`src/design/pdmrs_pkg.sv`:
```
// types, constants and codes shared by the dmrs generator modules
package pdmrs_pkg;

    // sizing
    localparam int MAX_CORESET_RBS = 256;
    localparam int RE_PER_RB       = 3;
    localparam int GOLD_DISCARD    = 1600;
    localparam int BITS_PER_RB     = 2 * RE_PER_RB;

    localparam int RB_ADDR_W = $clog2(MAX_CORESET_RBS);
    localparam int RB_CNT_W  = $clog2(MAX_CORESET_RBS + 1);
    localparam int DISC_W    = $clog2(GOLD_DISCARD + 2);
    localparam int BIT_CNT_W = $clog2(BITS_PER_RB);
    localparam int RE_IDX_W  = $clog2(RE_PER_RB);

    // field widths
    localparam int SCR_ID_W   = 16;
    localparam int SLOT_W     = 9;
    localparam int START_W    = 4;
    localparam int CSYM_W     = 2;
    localparam int CRBS_W     = 9;
    localparam int OFFSET_W   = 2;
    localparam int RB_IDX_W   = 8;
    localparam int SAMPLE_W   = 16;
    localparam int CFG_IDX_W  = 3;
    localparam int CFG_DATA_W = 16;

    // c_init arithmetic: only the low 14 bits of the product survive mod 2^31
    localparam int LFSR_W     = 31;
    localparam int CINIT_SH   = 17;
    localparam int CINIT_HI_W = LFSR_W - CINIT_SH;
    localparam int SYM_A_W    = 13;
    localparam int SYMS_PER_SLOT = 14;

    // qpsk amplitudes, q15
    localparam logic signed [SAMPLE_W-1:0] POS_AMP = 16'sd23170;
    localparam logic signed [SAMPLE_W-1:0] NEG_AMP = -16'sd23170;

    // register indexes
    localparam logic [CFG_IDX_W-1:0] CFG_SCRAMBLING_ID = 3'd0;
    localparam logic [CFG_IDX_W-1:0] CFG_SLOT_NUMBER   = 3'd1;
    localparam logic [CFG_IDX_W-1:0] CFG_START_SYMBOL  = 3'd2;
    localparam logic [CFG_IDX_W-1:0] CFG_CORESET_SYMS  = 3'd3;
    localparam logic [CFG_IDX_W-1:0] CFG_CORESET_RBS   = 3'd4;

    typedef enum logic [3:0] {
        ST_IDLE,
        ST_DECIDE,
        ST_CALC_A,
        ST_CALC_P,
        ST_SEED,
        ST_DISCARD,
        ST_FILL,
        ST_READ,
        ST_EMIT
    } state_t;

    // controller to datapath
    typedef struct packed {
        logic                accept;
        logic                calc_a;
        logic                calc_p;
        logic                seed;
        logic                discard;
        logic                fill;
        logic                rd;
        logic                emit;
        logic [RE_IDX_W-1:0] re_idx;
    } cmd_t;

    // datapath to controller
    typedef struct packed {
        logic regen;
        logic err;
        logic disc_done;
        logic fill_done;
        logic out_free;
    } sts_t;

endpackage

```
`src/design/pdmrs_ctrl.sv`:
```
// sequencer for acceptance, sequence regeneration and re output
module pdmrs_ctrl import pdmrs_pkg::*; (
    input  logic aclk,
    input  logic aresetn,
    input  logic s_tvalid,
    output logic s_tready,
    input  sts_t sts,
    output cmd_t cmd
);

    state_t              state_reg, state_next;
    logic [RE_IDX_W-1:0] k_reg, k_next;

    // state and re counter
    always_ff @(posedge aclk) begin
        if (!aresetn) begin
            state_reg <= ST_IDLE;
            k_reg     <= '0;
        end else begin
            state_reg <= state_next;
            k_reg     <= k_next;
        end
    end

    // next state and commands
    always_comb begin
        state_next = state_reg;
        k_next     = k_reg;
        cmd        = '0;
        cmd.re_idx = k_reg;
        s_tready   = 1'b0;
        unique case (state_reg)
            ST_IDLE: begin
                s_tready = 1'b1;
                if (s_tvalid) begin
                    cmd.accept = 1'b1;
                    state_next = ST_DECIDE;
                end
            end
            ST_DECIDE: begin
                if (sts.regen) begin
                    state_next = ST_CALC_A;
                end else if (sts.err) begin
                    state_next = ST_EMIT;
                end else begin
                    state_next = ST_READ;
                end
            end
            ST_CALC_A: begin
                cmd.calc_a = 1'b1;
                state_next = ST_CALC_P;
            end
            ST_CALC_P: begin
                cmd.calc_p = 1'b1;
                state_next = ST_SEED;
            end
            ST_SEED: begin
                cmd.seed   = 1'b1;
                state_next = ST_DISCARD;
            end
            ST_DISCARD: begin
                if (sts.disc_done) begin
                    state_next = ST_FILL;
                end else begin
                    cmd.discard = 1'b1;
                end
            end
            ST_FILL: begin
                if (sts.fill_done) begin
                    state_next = sts.err ? ST_EMIT : ST_READ;
                end else begin
                    cmd.fill = 1'b1;
                end
            end
            ST_READ: begin
                cmd.rd     = 1'b1;
                state_next = ST_EMIT;
            end
            ST_EMIT: begin
                if (sts.out_free) begin
                    cmd.emit = 1'b1;
                    if (k_reg == RE_IDX_W'(RE_PER_RB - 1)) begin
                        k_next     = '0;
                        state_next = ST_IDLE;
                    end else begin
                        k_next = k_reg + RE_IDX_W'(1);
                    end
                end
            end
            default: begin
                state_next = ST_IDLE;
            end
        endcase
    end

endmodule

```
`src/design/pdmrs_datapath.sv`:
```
// config registers, gold sequence lfsrs, bit store and output word register
module pdmrs_datapath import pdmrs_pkg::*; (
    input  logic                   aclk,
    input  logic                   aresetn,
    // config writes
    input  logic                   cfg_valid,
    input  logic [CFG_IDX_W-1:0]   cfg_index,
    input  logic [CFG_DATA_W-1:0]  cfg_data,
    // input word fields
    input  logic [OFFSET_W-1:0]    in_offset,
    input  logic [RB_IDX_W-1:0]    in_rb,
    input  logic                   in_first,
    // controller link
    input  cmd_t                   cmd,
    output sts_t                   sts,
    // output word
    output logic                   m_tvalid,
    input  logic                   m_tready,
    output logic [2*SAMPLE_W-1:0]  m_tdata,
    output logic                   m_tlast,
    output logic [0:0]             m_tuser
);

    // config registers
    logic [SCR_ID_W-1:0] scr_id_reg;
    logic [SLOT_W-1:0]   slot_reg;
    logic [START_W-1:0]  start_reg;
    logic [CSYM_W-1:0]   csyms_reg;
    logic [CRBS_W-1:0]   crbs_reg;

    // held input word
    logic [OFFSET_W-1:0] off_reg;
    logic [RB_IDX_W-1:0] rb_reg;
    logic                first_reg;

    // c_init pipeline
    logic [SYM_A_W-1:0]    a_reg;
    logic [CINIT_HI_W-1:0] p_reg;

    // gold generator
    logic [LFSR_W-1:0]    x1_reg, x2_reg;
    logic [LFSR_W-1:0]    x1_next, x2_next;
    logic                 gold_bit;
    logic [DISC_W-1:0]    disc_cnt_reg;
    logic [RB_CNT_W-1:0]  rb_cnt_reg;
    logic [BIT_CNT_W-1:0] bit_cnt_reg;
    logic [BITS_PER_RB-1:0] shift_reg;

    // bit store, one word of six bits per rb
    logic [BITS_PER_RB-1:0] store_mem [0:MAX_CORESET_RBS-1];
    logic [BITS_PER_RB-1:0] rd_word_reg;

    // output register
    logic                       m_tvalid_reg, m_tvalid_next;
    logic signed [SAMPLE_W-1:0] re_reg, im_reg;
    logic                       last_reg, err_reg;

    logic [RB_CNT_W-1:0]  rb_count;
    logic                 bad_sym;
    logic                 bad_rb;
    logic [BIT_CNT_W-1:0] re_sel;

    // config write decode
    always_ff @(posedge aclk) begin
        if (!aresetn) begin
            scr_id_reg <= '0;
            slot_reg   <= '0;
            start_reg  <= '0;
            csyms_reg  <= CSYM_W'(1);
            crbs_reg   <= CRBS_W'(1);
        end else if (cfg_valid) begin
            unique case (cfg_index)
                CFG_SCRAMBLING_ID: scr_id_reg <= cfg_data[SCR_ID_W-1:0];
                CFG_SLOT_NUMBER:   slot_reg   <= cfg_data[SLOT_W-1:0];
                CFG_START_SYMBOL:  start_reg  <= cfg_data[START_W-1:0];
                CFG_CORESET_SYMS:  csyms_reg  <= cfg_data[CSYM_W-1:0];
                CFG_CORESET_RBS:   crbs_reg   <= cfg_data[CRBS_W-1:0];
                default: ;
            endcase
        end
    end

    // capture the accepted word
    always_ff @(posedge aclk) begin
        if (cmd.accept) begin
            off_reg   <= in_offset;
            rb_reg    <= in_rb;
            first_reg <= in_first;
        end
    end

    // range checks against the clamped rb count
    always_comb begin
        rb_count = (32'(crbs_reg) > MAX_CORESET_RBS) ? RB_CNT_W'(MAX_CORESET_RBS)
                                                     : RB_CNT_W'(crbs_reg);
        bad_sym  = off_reg >= csyms_reg;
        bad_rb   = 32'(rb_reg) >= 32'(rb_count);
    end

    assign sts.regen     = first_reg && !bad_sym;
    assign sts.err       = bad_sym || bad_rb;
    assign sts.disc_done = disc_cnt_reg == DISC_W'(GOLD_DISCARD);
    assign sts.fill_done = rb_cnt_reg == rb_count;
    assign sts.out_free  = !m_tvalid_reg || m_tready;

    // c_init: symbol term, then product with the odd id term
    always_ff @(posedge aclk) begin
        if (cmd.calc_a) begin
            a_reg <= SYM_A_W'(slot_reg) * SYM_A_W'(SYMS_PER_SLOT)
                   + SYM_A_W'(start_reg) + SYM_A_W'(off_reg) + SYM_A_W'(1);
        end
        if (cmd.calc_p) begin
            p_reg <= CINIT_HI_W'(CINIT_HI_W'(a_reg)
                   * {scr_id_reg[CINIT_HI_W-2:0], 1'b1});
        end
    end

    // one gold step
    always_comb begin
        gold_bit = x1_reg[0] ^ x2_reg[0];
        x1_next  = {x1_reg[0] ^ x1_reg[3], x1_reg[LFSR_W-1:1]};
        x2_next  = {x2_reg[0] ^ x2_reg[1] ^ x2_reg[2] ^ x2_reg[3], x2_reg[LFSR_W-1:1]};
    end

    // lfsrs and step counters
    always_ff @(posedge aclk) begin
        if (!aresetn) begin
            x1_reg <= '0;
            x2_reg <= '0;
        end else if (cmd.seed) begin
            x1_reg <= LFSR_W'(1);
            x2_reg <= {p_reg, scr_id_reg, 1'b0};
        end else if (cmd.discard || cmd.fill) begin
            x1_reg <= x1_next;
            x2_reg <= x2_next;
        end
    end

    always_ff @(posedge aclk) begin
        if (cmd.seed) begin
            disc_cnt_reg <= '0;
            rb_cnt_reg   <= '0;
            bit_cnt_reg  <= '0;
        end else if (cmd.discard) begin
            disc_cnt_reg <= disc_cnt_reg + DISC_W'(1);
        end else if (cmd.fill) begin
            shift_reg <= {gold_bit, shift_reg[BITS_PER_RB-1:1]};
            if (bit_cnt_reg == BIT_CNT_W'(BITS_PER_RB - 1)) begin
                bit_cnt_reg <= '0;
                rb_cnt_reg  <= rb_cnt_reg + RB_CNT_W'(1);
            end else begin
                bit_cnt_reg <= bit_cnt_reg + BIT_CNT_W'(1);
            end
        end
    end

    // store write on the sixth bit of each rb, registered read
    always_ff @(posedge aclk) begin
        if (cmd.fill && bit_cnt_reg == BIT_CNT_W'(BITS_PER_RB - 1)) begin
            store_mem[rb_cnt_reg[RB_ADDR_W-1:0]] <= {gold_bit, shift_reg[BITS_PER_RB-1:1]};
        end
        if (cmd.rd) begin
            rd_word_reg <= store_mem[RB_ADDR_W'(rb_reg)];
        end
    end

    assign re_sel = {cmd.re_idx, 1'b0};

    // output word register
    always_comb begin
        m_tvalid_next = m_tvalid_reg;
        if (cmd.emit) begin
            m_tvalid_next = 1'b1;
        end else if (m_tready) begin
            m_tvalid_next = 1'b0;
        end
    end

    always_ff @(posedge aclk) begin
        if (!aresetn) begin
            m_tvalid_reg <= 1'b0;
        end else begin
            m_tvalid_reg <= m_tvalid_next;
        end
    end

    always_ff @(posedge aclk) begin
        if (cmd.emit) begin
            if (sts.err) begin
                re_reg <= '0;
                im_reg <= '0;
            end else begin
                re_reg <= rd_word_reg[re_sel]                   ? NEG_AMP : POS_AMP;
                im_reg <= rd_word_reg[re_sel + BIT_CNT_W'(1)]   ? NEG_AMP : POS_AMP;
            end
            last_reg <= cmd.re_idx == RE_IDX_W'(RE_PER_RB - 1);
            err_reg  <= sts.err;
        end
    end

    assign m_tvalid   = m_tvalid_reg;
    assign m_tdata    = {im_reg, re_reg};
    assign m_tlast    = last_reg;
    assign m_tuser[0] = err_reg;

endmodule

```
`src/design/pdcch_dmrs_generator.sv`:
```
// top level of the pdcch dmrs reference symbol generator
//
// Input words name one resource block of a PDCCH candidate and a symbol
// offset in the CORESET; each word yields three QPSK REs of +-23170 (Q15)
// on the output stream, tlast on the third, tuser flagging a range error
// (rb or symbol offset out of range), in which case the REs are zero.
// A word with first_of_symbol set and a valid offset first reseeds the
// Gold generator from c_init, steps it 1600 times and writes 6 bits per
// CORESET RB into a 256 x 6 store, one generator step per cycle.
// A word without regeneration goes through accept, decode, store read and
// three REs before the next acceptance; a range error skips the store read.
// Regeneration adds the c_init, seed, 1600 discard and 6 * min(coreset_rbs, 256)
// fill steps. Without regeneration the first RE follows the store read, or
// the decode for a range error. The config channel is always ready; the user
// must write it only while idle, which the block does not enforce. Reset
// clears the config registers to defaults, the generator and the controller;
// the store content is undefined until first regenerated. A stalled receiver
// holds the output word; the sequencer waits and s_tready stays low until
// the third RE of the word is registered.
module pdcch_dmrs_generator import pdmrs_pkg::*; (
    input  logic                  aclk,
    input  logic                  aresetn,
    // input words
    input  logic                  s_tvalid,
    output logic                  s_tready,
    input  logic [15:0]           s_tdata,   // symbol_offset[1:0], rb_index[9:2], zeros
    input  logic [0:0]            s_tuser,   // first_of_symbol[0]
    // output words
    output logic                  m_tvalid,
    input  logic                  m_tready,
    output logic [2*SAMPLE_W-1:0] m_tdata,   // re_part[15:0], im_part[31:16]
    output logic                  m_tlast,   // last_of_rb
    output logic [0:0]            m_tuser,   // range_error[0]
    // register writes
    input  logic                  cfg_valid,
    output logic                  cfg_ready,
    input  logic [CFG_IDX_W-1:0]  cfg_index,
    input  logic [CFG_DATA_W-1:0] cfg_data
);

    cmd_t cmd;
    sts_t sts;

    assign cfg_ready = 1'b1;

    // sequencer
    pdmrs_ctrl u_ctrl (
        .aclk     (aclk),
        .aresetn  (aresetn),
        .s_tvalid (s_tvalid),
        .s_tready (s_tready),
        .sts      (sts),
        .cmd      (cmd)
    );

    // datapath
    pdmrs_datapath u_dp (
        .aclk      (aclk),
        .aresetn   (aresetn),
        .cfg_valid (cfg_valid),
        .cfg_index (cfg_index),
        .cfg_data  (cfg_data),
        .in_offset (s_tdata[OFFSET_W-1:0]),
        .in_rb     (s_tdata[OFFSET_W+RB_IDX_W-1:OFFSET_W]),
        .in_first  (s_tuser[0]),
        .cmd       (cmd),
        .sts       (sts),
        .m_tvalid  (m_tvalid),
        .m_tready  (m_tready),
        .m_tdata   (m_tdata),
        .m_tlast   (m_tlast),
        .m_tuser   (m_tuser)
    );

endmodule

```
`config.mk`:
```
export PLATFORM = sky130hd
export DESIGN_NAME = pdcch_dmrs_generator
export DESIGN_NICKNAME = d
export VERILOG_FILES = /design/src/design/pdmrs_pkg.sv /design/src/design/pdmrs_ctrl.sv /design/src/design/pdmrs_datapath.sv /design/src/design/pdcch_dmrs_generator.sv
export SDC_FILE = /design/constraint.sdc
export NUM_CORES = 2
export LEC_CHECK = 0
export BUFFER_PORTS_ARGS = -buffer_cell sky130_fd_sc_hd__clkbuf_2
export CELL_PAD_IN_SITES_DETAIL_PLACEMENT = 1
export CELL_PAD_IN_SITES_GLOBAL_PLACEMENT = 2
export CORE_MARGIN = 8
export CORE_UTILIZATION = 40
export DETAILED_ROUTE_END_ITERATION = 7
export HOLD_SLACK_MARGIN = 0.1
export PLACE_DENSITY = 0.71
export SYNTH_ARGS = -nofsm -noshare
export SYNTH_HDL_FRONTEND = slang
export SYNTH_SLANG_ARGS = --single-unit
```
`constraint.sdc`:
```
create_clock -name aclk -period 9.2 [get_ports aclk]
set_input_delay 1.84 -clock aclk [delete_from_list [all_inputs] [get_ports aclk]]
set_output_delay 1.84 -clock aclk [all_outputs]
set_load 0.05 [all_outputs]
```
==> results.rst <==
.. list-table::
   :header-rows: 1

   * - Metric
     - Value
   * - Result of the run
     - complete, no violations
   * - Pleak
     - ~0.025 µW
   * - Number of detailed-routing iterations run before antenna repair
     - 6
   * - Transition time at the pin with the least slew margin
     - between 1 and 1.5 ns
   * - Final standard cell count with taps included and fillers excluded
     - about 6700
   * - Cells along the critical path
     - and2_1 > fa_1 > inv_1 > fa_1 > inv_1 > fa_1 > inv_1 > fa_1 > fa_1 > inv_1 > ha_1 > nand3_1 > nand4b_1 > a21o_1 > a21oi_1 > o21ai_0 > xnor2_1
   * - Vias
     - about 37000
   * - Setup TNS Final
     - 0 ns
   * - Min-delay worst type
     - reg -> reg
   * - Post-synthesis area per instance
     - 17.2 µm²
   * - Post-route clock period utilization
     - 55.1%
   * - Row count
     - around 160
   * - Maximum operating frequency
     - about 0.2 GHz
   * - Worst Setup Path Type
     - reg -> reg
   * - Later-pin clock latency in the skew report
     - a little over 0.8 ns
   * - Post-synth top cells
     - 1592 x sky130_fd_sc_hd__edfxtp_1, 357 x sky130_fd_sc_hd__nand2_1, 341 x sky130_fd_sc_hd__mux4_2, 323 x sky130_fd_sc_hd__nor2_1, 132 x sky130_fd_sc_hd__dfxtp_1
   * - Post-synthesis to final-layout area growth
     - 11.5%
   * - Number of enable flip-flop cells after synthesis
     - ~1600
   * - Starting utilization of the core area
     - 40.1%
   * - Total setup violations reported at the end of the flow
     - 0
   * - TritonCTS clock tree
     - yes
   * - TritonCTS Sinks
     - 1724
   * - Slew headroom
     - between 10 and 15%
   * - Power density over the cells
     - 221 nW/µm²
   * - Vias per std cell
     - approximately 5.6
   * - Share of the synthesized area in the top cell type
     - between 60 and 70%
   * - Via count of the first global-routing pass
     - just under 40000
   * - Critical path peak fanout
     - 13
   * - Buffers inserted during post-CTS setup optimization
     - 0
   * - Unique masters post-synth
     - 73
   * - Root Buffer Master
     - sky130_fd_sc_hd__clkbuf_16
   * - First-pass GRT wire length
     - roughly 270000 µm
   * - Yosys top cell by area
     - sky130_fd_sc_hd__edfxtp_1
   * - Hold-fix buffer count after cts
     - 0
   * - Part of the power in combinational logic
     - 11.6%
   * - Crit path capture type
     - flop
   * - Post-synthesis instance area
     - ~71000 µm²
   * - Area of the die
     - roughly 190000 µm²
   * - Time the final worst path needs with I/O delays and setup
     - between 5 and 6 ns
   * - Final weighted congestion in routability-driven placement
     - roughly 0.77
   * - Cell with the biggest individual delay on the critical path
     - sky130_fd_sc_hd__edfxtp_1
   * - Initial antenna violation count
     - 7
   * - Most instantiated library cell after synthesis
     - sky130_fd_sc_hd__edfxtp_1
   * - Fill count
     - between 15000 and 20000
   * - Worst path depth
     - 17
   * - Share of total power consumed by net switching
     - between 20% and 30%
   * - Hold Vio Cnt, Final
     - 0
   * - Worst supply voltage drop on vdd
     - about 200 µV
   * - Core area
     - approximately 180000 µm²
   * - Maximum single-stage delay on the critical path
     - between 0.5 and 0.6 ns
   * - Count of yosys warnings during synthesis
     - 0
   * - Mapped Cells
     - 4146
   * - Chip height
     - between 400 and 500 µm
   * - Utilization after layout
     - approximately 45%
   * - Placed Cells
     - between 6000 and 7000
   * - Arrival time worst endpoint
     - between 5 and 6 ns
   * - GR Util All Layers
     - about a fifth
   * - Final WL
     - approximately 180000 µm
   * - CTS H-tree lvls
     - 4
   * - Cell repeated most along the worst path
     - sky130_fd_sc_hd__fa_1
   * - Ports
     - 78
   * - Final worst clock skew
     - ~0.043 ns
   * - Critical path's top delay family
     - adder cells
   * - DRC Markers
     - 0
   * - Chip width
     - ~440 µm
   * - Data required time of the critical path
     - 9.74 ns
   * - Cell types occupying the most area after synthesis
     - sky130_fd_sc_hd__edfxtp_1 67%, sky130_fd_sc_hd__mux4_2 11%, sky130_fd_sc_hd__dfxtp_1 3.7%
   * - Clock transition time at the flip-flop clock pins of the worst setup and hold paths
     - roughly 0.070 ns
   * - Sequential power share
     - about half
   * - Post-synthesis async set-or-reset flop share
     - 0%
   * - P_int
     - around 13000 µW
   * - Max reg flops
     - between 1500 and 2000
   * - Clock network power share
     - 39.5%
   * - Synth Register Bits
     - approximately 1700
   * - Startpoint type of the worst setup path
     - flop
   * - Final net count
     - around 4400
   * - Top FF cell, synth
     - sky130_fd_sc_hd__edfxtp_1
   * - Setup repair after global routing missed its margin
     - false
   * - Clock buffer depth
     - 3
   * - Half-perimeter wire length after placement
     - around 110000 µm
   * - DRT iter0 DRCs
     - between 3000 and 4000
   * - Routed wire per std cell
     - between 20 and 30 µm
   * - Sequential cell area fraction in the yosys report
     - ~70%
   * - Pin count of the biggest net entering global routing
     - 245
   * - Buf+Inv Stages, Crit Path
     - 4
   * - Number of max-slew violations in the final report
     - 0
   * - Count of nets left with antenna violations after detail routing
     - 0
   * - Grt ovf
     - 0
   * - Proportion of layout cells with a drive suffix above 1
     - 17.3%
   * - Number of buffers created by CTS
     - 179
   * - Resized Gates After CTS
     - 0
   * - Max-cap violations
     - 0
   * - Depth of the worst register-to-register path
     - 17
   * - WHS Path Cells
     - 2
   * - Total net switching power
     - 4360 µW
   * - IO Port Bufs
     - 68
kinds of logic after synthesis:
| group | share of synthesized area (%) |
|---|---|
| DFF | 70.9 |
| and+or+nand+nor | 5.56 |
| muxes | 12.7 |
| AOI/OAI and AO/OA | 4.29 |
| buffers and inverters | 2.51 |
| adders and majority gates | 3.18 |
| xor gates and xnor gates | 0.861 |
| other | 0.0105 |
layer usage:
metal | GRT usage, % | routed length, µm | vias to the layer above
met3 | 3.27 | 10100 | 251
met1 | 26.1 | 80400 | 19800
met2 | 30.2 | 86500 | 1007
met4 | 5.45 | 4450 | 2
met5 | 0 | 13 | -
li1 | - | - | 16200
per-stage QoR:
step           instance area, µm²  setup slack [ns]  hold WS [ns]  total power [µW]
6_report                    79400              4.13         0.452             17500
5_1_grt                     79400              3.85         0.470             18100
4_1_cts                     79400              4.07         0.454             17700
3_5_place_dp                73800              4.07         0.445             10800
3_3_place_gp                73800              4.05         0.441             10800
2_1_floorplan               71200             0.710         0.432             10100
worst reg2reg max path, stage by stage, from the launching register on:
cell,delay [ns]
sky130_fd_sc_hd__edfxtp_1,0.56
sky130_fd_sc_hd__and2_1,0.26
sky130_fd_sc_hd__fa_1,0.54
sky130_fd_sc_hd__inv_1,0.05
sky130_fd_sc_hd__fa_1,0.47
sky130_fd_sc_hd__inv_1,0.05
sky130_fd_sc_hd__fa_1,0.50
sky130_fd_sc_hd__inv_1,0.06
sky130_fd_sc_hd__fa_1,0.49
sky130_fd_sc_hd__fa_1,0.50
sky130_fd_sc_hd__inv_1,0.05
sky130_fd_sc_hd__ha_1,0.34
sky130_fd_sc_hd__nand3_1,0.11
sky130_fd_sc_hd__nand4b_1,0.15
sky130_fd_sc_hd__a21o_1,0.21
sky130_fd_sc_hd__a21oi_1,0.21
sky130_fd_sc_hd__o21ai_0,0.15
sky130_fd_sc_hd__xnor2_1,0.14
worst paths after layout:
path / slack [ns] / start / endpoint
max: 4.13 / u_dp.a_reg[1] / u_dp.p_reg[13]
min: 0.45 / u_dp.x2_reg[18] / u_dp.x2_reg[17]
max reg2reg: 4.13 / u_dp.a_reg[1] / u_dp.p_reg[13]
min reg2reg: 0.45 / u_dp.x2_reg[18] / u_dp.x2_reg[17]
power by group through the flow:
stage / sequential [µW] / clock, µW / combinational (µW)
CTS: 8580 / 7070 / 2060
floorplan: 8730 / 0 / 1380
global route: 8580 / 7320 / 2160
finish: 8580 / 6930 / 2030
global placement: 8740 / 0 / 2030
detailed placement: 8740 / 0 / 2050
final cells by class:
type / instances / area (µm²) / share of cell area (%)
inverter: 120 / 450 / 0.567
timing repair buffer: 131 / 963 / 1.21
clock buffer: 233 / 4750 / 5.99
tap: 2355 / 2950 / 3.71
clock inverter: 96 / 790 / 0.994
antenna: 3 / 7.51 / 0.00946
multi-input combinational: 2050 / 19000 / 24.0
sequential: 1724 / 50400 / 63.5
placed cells by master (no fill, tap or decap), types with 21 or more instances in the layout:
cell type and count:
sky130_fd_sc_hd__mux2i_1 114, sky130_fd_sc_hd__clkbuf_1 49, sky130_fd_sc_hd__nor2_1 322, sky130_fd_sc_hd__nand2_1 357, sky130_fd_sc_hd__xnor2_1 44, sky130_fd_sc_hd__o21ai_0 67, sky130_fd_sc_hd__clkbuf_16 181, sky130_fd_sc_hd__a22oi_1 23
sky130_fd_sc_hd__inv_1 119, sky130_fd_sc_hd__o221ai_1 45, sky130_fd_sc_hd__mux2_2 21, sky130_fd_sc_hd__a21boi_0 34, sky130_fd_sc_hd__mux4_2 341, sky130_fd_sc_hd__nand2b_1 27, sky130_fd_sc_hd__and2_1 57, sky130_fd_sc_hd__dfxtp_1 132
sky130_fd_sc_hd__clkinv_1 46, sky130_fd_sc_hd__a31oi_1 33, sky130_fd_sc_hd__fa_1 70, sky130_fd_sc_hd__buf_4 51, sky130_fd_sc_hd__clkinv_2 25, sky130_fd_sc_hd__a21oi_1 92, sky130_fd_sc_hd__xor2_1 25, sky130_fd_sc_hd__edfxtp_1 1592
sky130_fd_sc_hd__nor2b_1 23, sky130_fd_sc_hd__clkbuf_2 68, sky130_fd_sc_hd__ha_1 69, sky130_fd_sc_hd__o22ai_1 68, sky130_fd_sc_hd__nand3_1 26, sky130_fd_sc_hd__a211oi_1 27
Power figures use the tool's default switching activity.
